### config.mk
export PLATFORM = sky130hd
export DESIGN_NAME = ehe_classify
export DESIGN_NICKNAME = d
export VERILOG_FILES = /design/src/rtl/edge_histogram_extractor_core_macros.svh /design/src/rtl/ehe_pkg.sv /design/src/rtl/ehe_classify.sv
export SDC_FILE = /design/constraint.sdc
export NUM_CORES = 2
export LEC_CHECK = 0
export ABC_AREA = 0
export ABC_CLOCK_PERIOD_IN_PS = 10200
export BUFFER_PORTS_ARGS = -buffer_cell sky130_fd_sc_hd__clkbuf_2
export CORE_UTILIZATION = 60
export DETAILED_ROUTE_END_ITERATION = 6
export GPL_TIMING_DRIVEN = 0
export PLACE_DENSITY = 0.86
export SLEW_MARGIN = 20
export SYNTH_ARGS = -nofsm -noshare
export SYNTH_HDL_FRONTEND = slang
export SYNTH_SLANG_ARGS = --single-unit
### constraint.sdc
create_clock -name clk -period 10.2 [get_ports clk]
set_input_delay 1.02 -clock clk [delete_from_list [all_inputs] [get_ports clk]]
set_output_delay 1.02 -clock clk [all_outputs]
set_load 0.01 [all_outputs]
### src/rtl/edge_histogram_extractor_core_macros.svh
// Assertion macros shared by the edge histogram extractor RTL.
`ifndef EDGE_HISTOGRAM_EXTRACTOR_CORE_MACROS_SVH
`define EDGE_HISTOGRAM_EXTRACTOR_CORE_MACROS_SVH

`ifndef SYNTHESIS
`define EHE_ASSERT(label, ante, cons) \
  label: assert property (@(posedge clk) disable iff (!rst_n) (ante) |-> (cons)) \
    else $error("edge histogram assertion failed");
`define EHE_ASSERT_NEXT(label, ante, cons) \
  label: assert property (@(posedge clk) disable iff (!rst_n) (ante) |=> (cons)) \
    else $error("edge histogram assertion failed");
`else
`define EHE_ASSERT(label, ante, cons)
`define EHE_ASSERT_NEXT(label, ante, cons)
`endif

`endif

### src/rtl/ehe_pkg.sv
// Package with the types, constants and helpers of the edge histogram extractor.
`default_nettype none

package ehe_pkg;

  localparam int MAX_WIDTH    = 4096;
  localparam int MAX_BLOCK    = 256;
  localparam int COUNT_BITS   = 16;
  localparam int HEIGHT_LIMIT = 4096;

  localparam int QCOLS  = MAX_WIDTH / 2;
  localparam int QA_W   = $clog2(QCOLS);
  localparam int SUM_W  = 22;
  localparam int POS_W  = $clog2(MAX_WIDTH);
  localparam int OFS_W  = $clog2(MAX_BLOCK);
  localparam int CFG_W  = 13;
  localparam int BS_W   = 9;
  localparam int THR_W  = 22;
  localparam int STR_W  = 41;
  localparam int DIF_W  = SUM_W + 3;
  localparam int ABS_W  = SUM_W + 2;

  localparam logic [16:0] SQRT2_Q16 = 17'd92682;
  localparam logic [COUNT_BITS-1:0] COUNT_MAX = {COUNT_BITS{1'b1}};

  localparam logic [1:0] REG_IMAGE_WIDTH    = 2'd0;
  localparam logic [1:0] REG_IMAGE_HEIGHT   = 2'd1;
  localparam logic [1:0] REG_BLOCK_SIZE     = 2'd2;
  localparam logic [1:0] REG_EDGE_THRESHOLD = 2'd3;

  typedef struct packed {
    logic [7:0] blue;
    logic [7:0] green;
    logic [7:0] red;
  } pixel_t;

  typedef struct packed {
    logic [3:0]            region_index;
    logic [COUNT_BITS-1:0] vertical_count;
    logic [COUNT_BITS-1:0] horizontal_count;
    logic [COUNT_BITS-1:0] diag45_count;
    logic [COUNT_BITS-1:0] diag135_count;
    logic [COUNT_BITS-1:0] nondir_count;
    logic [COUNT_BITS-1:0] block_count;
    logic                  last_region;
  } result_t;

  typedef enum logic [2:0] {
    CLS_VERT, CLS_HORIZ, CLS_D45, CLS_D135, CLS_NONDIR, CLS_NONE
  } class_t;

  typedef enum logic [1:0] {
    ST_CLEAR, ST_RUN, ST_DRAIN, ST_EMIT
  } state_t;

  typedef logic [3:0][SUM_W-1:0] quad_t;

  typedef struct packed {
    logic [4:0][COUNT_BITS-1:0] edges;
    logic [COUNT_BITS-1:0]      blocks;
  } counts_t;

  typedef struct packed {
    logic       valid;
    logic [3:0] region;
    quad_t      sums;
  } cls_req_t;

  typedef struct packed {
    logic       busy;
    logic       valid;
    logic [3:0] region;
    class_t     cls;
  } cls_rsp_t;

  function automatic logic [COUNT_BITS-1:0] sat_inc(input logic [COUNT_BITS-1:0] c);
    return (c == COUNT_MAX) ? c : c + 1'b1;
  endfunction

  // Division by three of a channel sum below 1024 by multiplying with 683/2048.
  function automatic logic [7:0] gray_of(input logic [9:0] s);
    logic [19:0] p;
    p = s * 10'd683;
    return p[18:11];
  endfunction

endpackage

`default_nettype wire

### src/rtl/ehe_classify.sv
// Pipelined edge classifier: quadrant sums in, edge class of the block out.
`default_nettype none

module ehe_classify (
  input  logic                    clk,
  input  logic                    rst_n,
  input  logic [ehe_pkg::THR_W-1:0] thr,
  input  ehe_pkg::cls_req_t       cls_in,
  output ehe_pkg::cls_rsp_t       cls_out
);
  import ehe_pkg::*;

  function automatic logic [ABS_W-1:0] absd(input logic signed [DIF_W-1:0] d);
    logic signed [DIF_W-1:0] n;
    n = d[DIF_W-1] ? -d : d;
    return n[ABS_W-1:0];
  endfunction

  logic       a_v_r, b_v_r, c_v_r, o_v_r;
  logic [3:0] a_reg_r, b_reg_r, c_reg_r, o_reg_r;
  quad_t      a_s_r;
  class_t     o_cls_r;

  logic [4:0][STR_W-1:0] b_str_r, b_str_nxt;
  logic [STR_W-1:0]      c_b01_r, c_b23_r, c_nd_r;
  class_t                c_i01_r, c_i23_r;
  class_t                d_cls;

  logic signed [DIF_W-1:0] s1, s2, s3, s4;
  logic signed [DIF_W-1:0] dv, dh, d45, d135, dn;
  logic [STR_W-1:0]        best, thr_s;
  class_t                  best_i;

  always_comb begin
    s1 = $signed({3'b000, a_s_r[0]});
    s2 = $signed({3'b000, a_s_r[1]});
    s3 = $signed({3'b000, a_s_r[2]});
    s4 = $signed({3'b000, a_s_r[3]});
    dv   = s1 + s3 - s2 - s4;
    dh   = s1 + s2 - s3 - s4;
    d45  = s1 - s4;
    d135 = s2 - s3;
    dn   = s1 - s2 - s3 + s4;
    b_str_nxt[0] = {1'b0, absd(dv), 16'b0};
    b_str_nxt[1] = {1'b0, absd(dh), 16'b0};
    b_str_nxt[2] = STR_W'(absd(d45)) * STR_W'(SQRT2_Q16);
    b_str_nxt[3] = STR_W'(absd(d135)) * STR_W'(SQRT2_Q16);
    b_str_nxt[4] = {absd(dn), 17'b0};
  end

  // Ties go to the earlier class, so a later one wins only when strictly larger.
  always_comb begin
    thr_s  = STR_W'({thr, 16'b0});
    best   = c_b01_r;
    best_i = c_i01_r;
    if (c_b23_r > best) begin
      best   = c_b23_r;
      best_i = c_i23_r;
    end
    if (c_nd_r > best) begin
      best   = c_nd_r;
      best_i = CLS_NONDIR;
    end
    d_cls = (best < thr_s) ? CLS_NONE : best_i;
  end

  always_ff @(posedge clk) begin
    if (!rst_n) begin
      a_v_r <= 1'b0;
      b_v_r <= 1'b0;
      c_v_r <= 1'b0;
      o_v_r <= 1'b0;
    end else begin
      a_v_r <= cls_in.valid;
      b_v_r <= a_v_r;
      c_v_r <= b_v_r;
      o_v_r <= c_v_r;
    end
  end

  always_ff @(posedge clk) begin
    a_reg_r <= cls_in.region;
    a_s_r   <= cls_in.sums;
    b_reg_r <= a_reg_r;
    b_str_r <= b_str_nxt;
    c_reg_r <= b_reg_r;
    if (b_str_r[1] > b_str_r[0]) begin
      c_b01_r <= b_str_r[1];
      c_i01_r <= CLS_HORIZ;
    end else begin
      c_b01_r <= b_str_r[0];
      c_i01_r <= CLS_VERT;
    end
    if (b_str_r[3] > b_str_r[2]) begin
      c_b23_r <= b_str_r[3];
      c_i23_r <= CLS_D135;
    end else begin
      c_b23_r <= b_str_r[2];
      c_i23_r <= CLS_D45;
    end
    c_nd_r  <= b_str_r[4];
    o_reg_r <= c_reg_r;
    o_cls_r <= d_cls;
  end

  assign cls_out.busy   = a_v_r | b_v_r | c_v_r | o_v_r;
  assign cls_out.valid  = o_v_r;
  assign cls_out.region = o_reg_r;
  assign cls_out.cls    = o_cls_r;

endmodule

`default_nettype wire

== Word-level counts from Yosys, hierarchy flattened ==
Cells that the tools add are included.
Word-level totals
  input port bits: 117
  register bits after elaboration: 375
  logic and storage cells: 64
  output and inout port bits: 9
Cells by class
  add/sub/neg operators: 16
  bitwise gates (word level): 3
  $lt $le $gt $ge: 5
  reductions and logical operators: 1
  multiplexer cells: 13
  multipliers: 2
Operator list (number)
  > comparator 41 bit: 3
  2-to-1 mux 41 bit: 3
  2-to-1 mux 24 bit: 5
  multiplier 24 x 16 -> 40 bit, second input constant: 2
  negation 24 bit: 3
  subtractor 22 x 22 -> 23 bit: 3
  subtractor 24 x 23 -> 25 bit: 2
  negation 23 -> 24 bit: 2
  subtractor 23 x 22 -> 24 bit: 2
  adder 22 x 22 -> 23 bit: 2
  less-than comparator 41 x 38 -> 1 bit: 1
  > comparator 40 bit: 1
  2-to-1 mux 40 bit: 1
  adder 24 x 23 -> 25 bit: 1
  subtractor 23 x 23 -> 24 bit: 1
  2-to-1 mux 1 bit: 3
  2-to-1 mux 3 bit: 1
  bitwise OR 1 bit: 3
  OR reduction 2 bit: 1

== Longest topological paths before layout ==
  depth after elaboration: 6
  depth in mapped cells: 40
  mapped depth without buffers: 39

== Worst setup path before layout ==
No wires, ideal clock.
  path kind: register to register
  start point: reg a_s_r[67] in the netlist's numbering
  end point: reg b_str_r[122] in the netlist's numbering
  data arrival time: 8513 ps
  stages on the path, launching flop included: 33
  buffers on the path: 1
  required time: 10074 ps
  library setup time: 126 ps
  setup slack: 1561 ps
  clock period less this slack: 8639 ps
  path through: dfxtp_1 -> inv_1 -> fa_1 -> a211oi_1 -> o21bai_1 -> a211oi_2 -> nor4_1 -> o21ba_2 -> nor3_1 -> o31a_1 -> clkbuf_1 -> o41ai_1 -> xnor2_1 -> ha_1 -> inv_1 -> fa_1 -> inv_1 -> fa_1 -> fa_1 -> fa_1 -> fa_1 -> ha_1 -> a2111oi_0 -> o21ai_0 -> a32oi_1 -> a311oi_1 -> a311o_1 -> o2111ai_1 -> o21ai_0 -> a41o_1 -> o21a_1 -> a311oi_1 -> xnor2_1
RTL lines
  start: declaration: RTL line ehe_classify.sv:21  | quad_t a_s_r;
  start signal: assignment: RTL line ehe_classify.sv:83  | a_s_r <= cls_in.sums;
  end signal: assignment: RTL line ehe_classify.sv:85  | b_str_r <= b_str_nxt;
  end: declaration: RTL line ehe_classify.sv:24  | logic [4:0][STR_W-1:0] b_str_r, b_str_nxt;

==> metrics <==
status=finished, final reports clean; die area=60,370 um2; crit share post-route=0.9633; most frequent cells in the layout=671 x inv_1, 625 x ha_1, 351 x dfxtp_1, 288 x a21oi_1, 252 x fa_1; placed cell count=4,869; Total GRT Usage=0.3222; Nets=5,146; Seq/Total Area, Yosys=0.1977; ant diodes=0; vias per inst=5.901; Initial Utilization=0.6130; DRT antenna net count=0; commonest non-fill, non-tap cell in the layout=inv_1; Buffers on Ports=125; hold_buf cts=0; mapped cell area=35,640 um2; CP arrival=10.32 ns; non-filler cells, final=4,945; dpl hpwl=83,000 um; Gate Count Post-Synth=3,968; TritonCTS clock tree=yes; Slew @ Worst Pin=1.052 ns; DRC Markers=0; TritonRoute pass-1 iters=5; vias in the first global route=27,960; syn_area_per_cell=8.981 um2; critical path type=flop to flop; synth warn=0; Root Driver=clkbuf_16; global route overflow=0; Routed Wire Length=97,830 um; CTS Buf Count=37; Final Instance Area=38,680 um2; RR Startpoint=a_s_r[44]; chip width=245.7 um; Critical Path RT=10.69 ns; core area=58,140 um2; worst rel slew slack=0.2933; share of flip-flops with an asynchronous set or reset=0; Synth-to-Final Area Change=8.535%; Yosys top cell by area=ha_1; Setup crit start=a_s_r[44]; wire per inst=19.78 um; Seq cells post-synth=352; first-pass GRT wire length=150,700 um; drt first-iter violations=2,360; Worst-Skew Late Latency=0.59 ns; largest net degree at the start of global routing=16; num ports=126; CP Max Fanout=5; Die Ht=245.7 um; crit-path max cell delay=0.55 ns; share of cells above drive strength 1=0.07512; largest cells by area after synthesis=ha_1 22%, dfxtp_1 20%, fa_1 14%, inv_1 7.1%, xnor2_1 5.3%; hold path start=c_reg_r[2]; final setup skew=0.03542 ns; post-synth cell types=89; max-cap violation count=0; RePlAce Congestion=1.009; CP endpoint kind=flop; Post-synth EDFFs=0; Main synth FF type=dfxtp_1; Synth top area share=0.2194; routed vias=29,180; Final Util=0.6653; minimum clock period=9.826 ns; Clock Tree Buf Depth=3; setup total negative slack=0 ns; final setup vio count=0; clk sinks=352; f_max=101.8 MHz; clk slew on worst S/H paths=0.06 ns; DP Area=37,270 um2; Startpoint Class=flop; H-tree levels=2; min-delay worst type=flop to flop; Hold Fails Final Rpt=0; CP max stage cell=fa_1; antenna violations before repair=3; max-slew violation count=0; Row Count=88
## stage by stage
step	setup WS, ns	hold slack, ns
4_1_cts	0.1046	0.3261
3_5_place_dp	-0.004877	0.3121
5_1_grt	-0.09627	0.3293
3_3_place_gp	-0.02330	0.3096
6_report	0.3740	0.3257
2_1_floorplan	1.561	0.3096
## Yosys cell counts, types with 10 or more instances
library cell	instances
xnor2_1	215
nand4_1	44
nor3_1	63
o31ai_1	17
dfxtp_1	352
a31oi_1	17
o21bai_1	34
and2_1	21
nor2b_1	47
or2_2	13
nor2_1	239
nor4_1	19
inv_1	671
o21a_1	54
a211oi_1	27
a21oi_1	288
o21ai_0	143
ha_1	625
a21o_1	106
nand3_1	58
or3_1	21
o2111ai_1	10
mux2i_1	11
fa_1	252
mux2_2	64
o211ai_1	17
nand2_1	141
xor2_1	100
and3_1	40
clkbuf_1	38
nand2b_1	40
## cell families after synthesis
family / synth area share
AO/OA/AOI/OAI: 0.1515
AND/OR/NAND/NOR: 0.1132
XOR/XNOR: 0.07805
other: 0.0002107
adder cells (fa/ha/maj): 0.3610
multiplexers: 0.02331
flip-flops: 0.1977
buffers and inverters: 0.07499
## critical path: cells and delay by family, from the launching register on
family | cells | cell delay [ns]
flops | 1 | 0.46
xor+xnor | 3 | 0.82
compound gates | 13 | 2.57
fa+ha+maj | 9 | 3.91
simple gates | 5 | 1.59
buf+inv | 5 | 0.38
## layer usage
metal	global-route usage	vias to the layer above	part of all wire
li1	-	13890	-
met1	0.4408	13950	0.44
met2	0.5174	1146	0.45
met3	0.04453	192	0.076
met4	0.1167	6	0.037
met5	0	-	0.00042
## area by class of cell
type	instances	area (um2)
Clock inverter	19	211.5
Tap cell	765	957.2
Clock buffer	48	1027
Multi-Input combinational cell	2915	26060
Fill cell	4631	19460
Sequential cell	352	7048
Buffer	40	156.4
Timing Repair Buffer	135	698.2
Inverter	671	2519
## registers in the layout, indices dropped and copies added (netlist names), 3 cells and up
signal,flops
b_reg_r,4
a_s_r,88
c_b23_r,40
o_reg_r,4
c_nd_r,24
o_cls_r,3
c_reg_r,4
a_reg_r,4
c_b01_r,24
b_str_r,151
## final timing paths
check	to	slack, ns	cells after the start
setup / recovery	b_str_r[163]	0.37	35
hold / removal	o_reg_r[2]	0.33	0
setup reg to reg	b_str_r[163]	0.37	35
hold reg to reg	o_reg_r[2]	0.33	0
## repair_timing
| action | in CTS | in global routing |
|---|---|---|
| endpoints found under the setup margin | 1 | 15 |
| pin swaps | 0 | 5 |
| cloned | 0 | 0 |
| setup buffers | 0 | 9 |
| gates resized for setup | 1 | 21 |
Power is left out: the tool's default activity adds up to more than one toggle a clock period on the data nets, which glitch-free logic cannot reach.
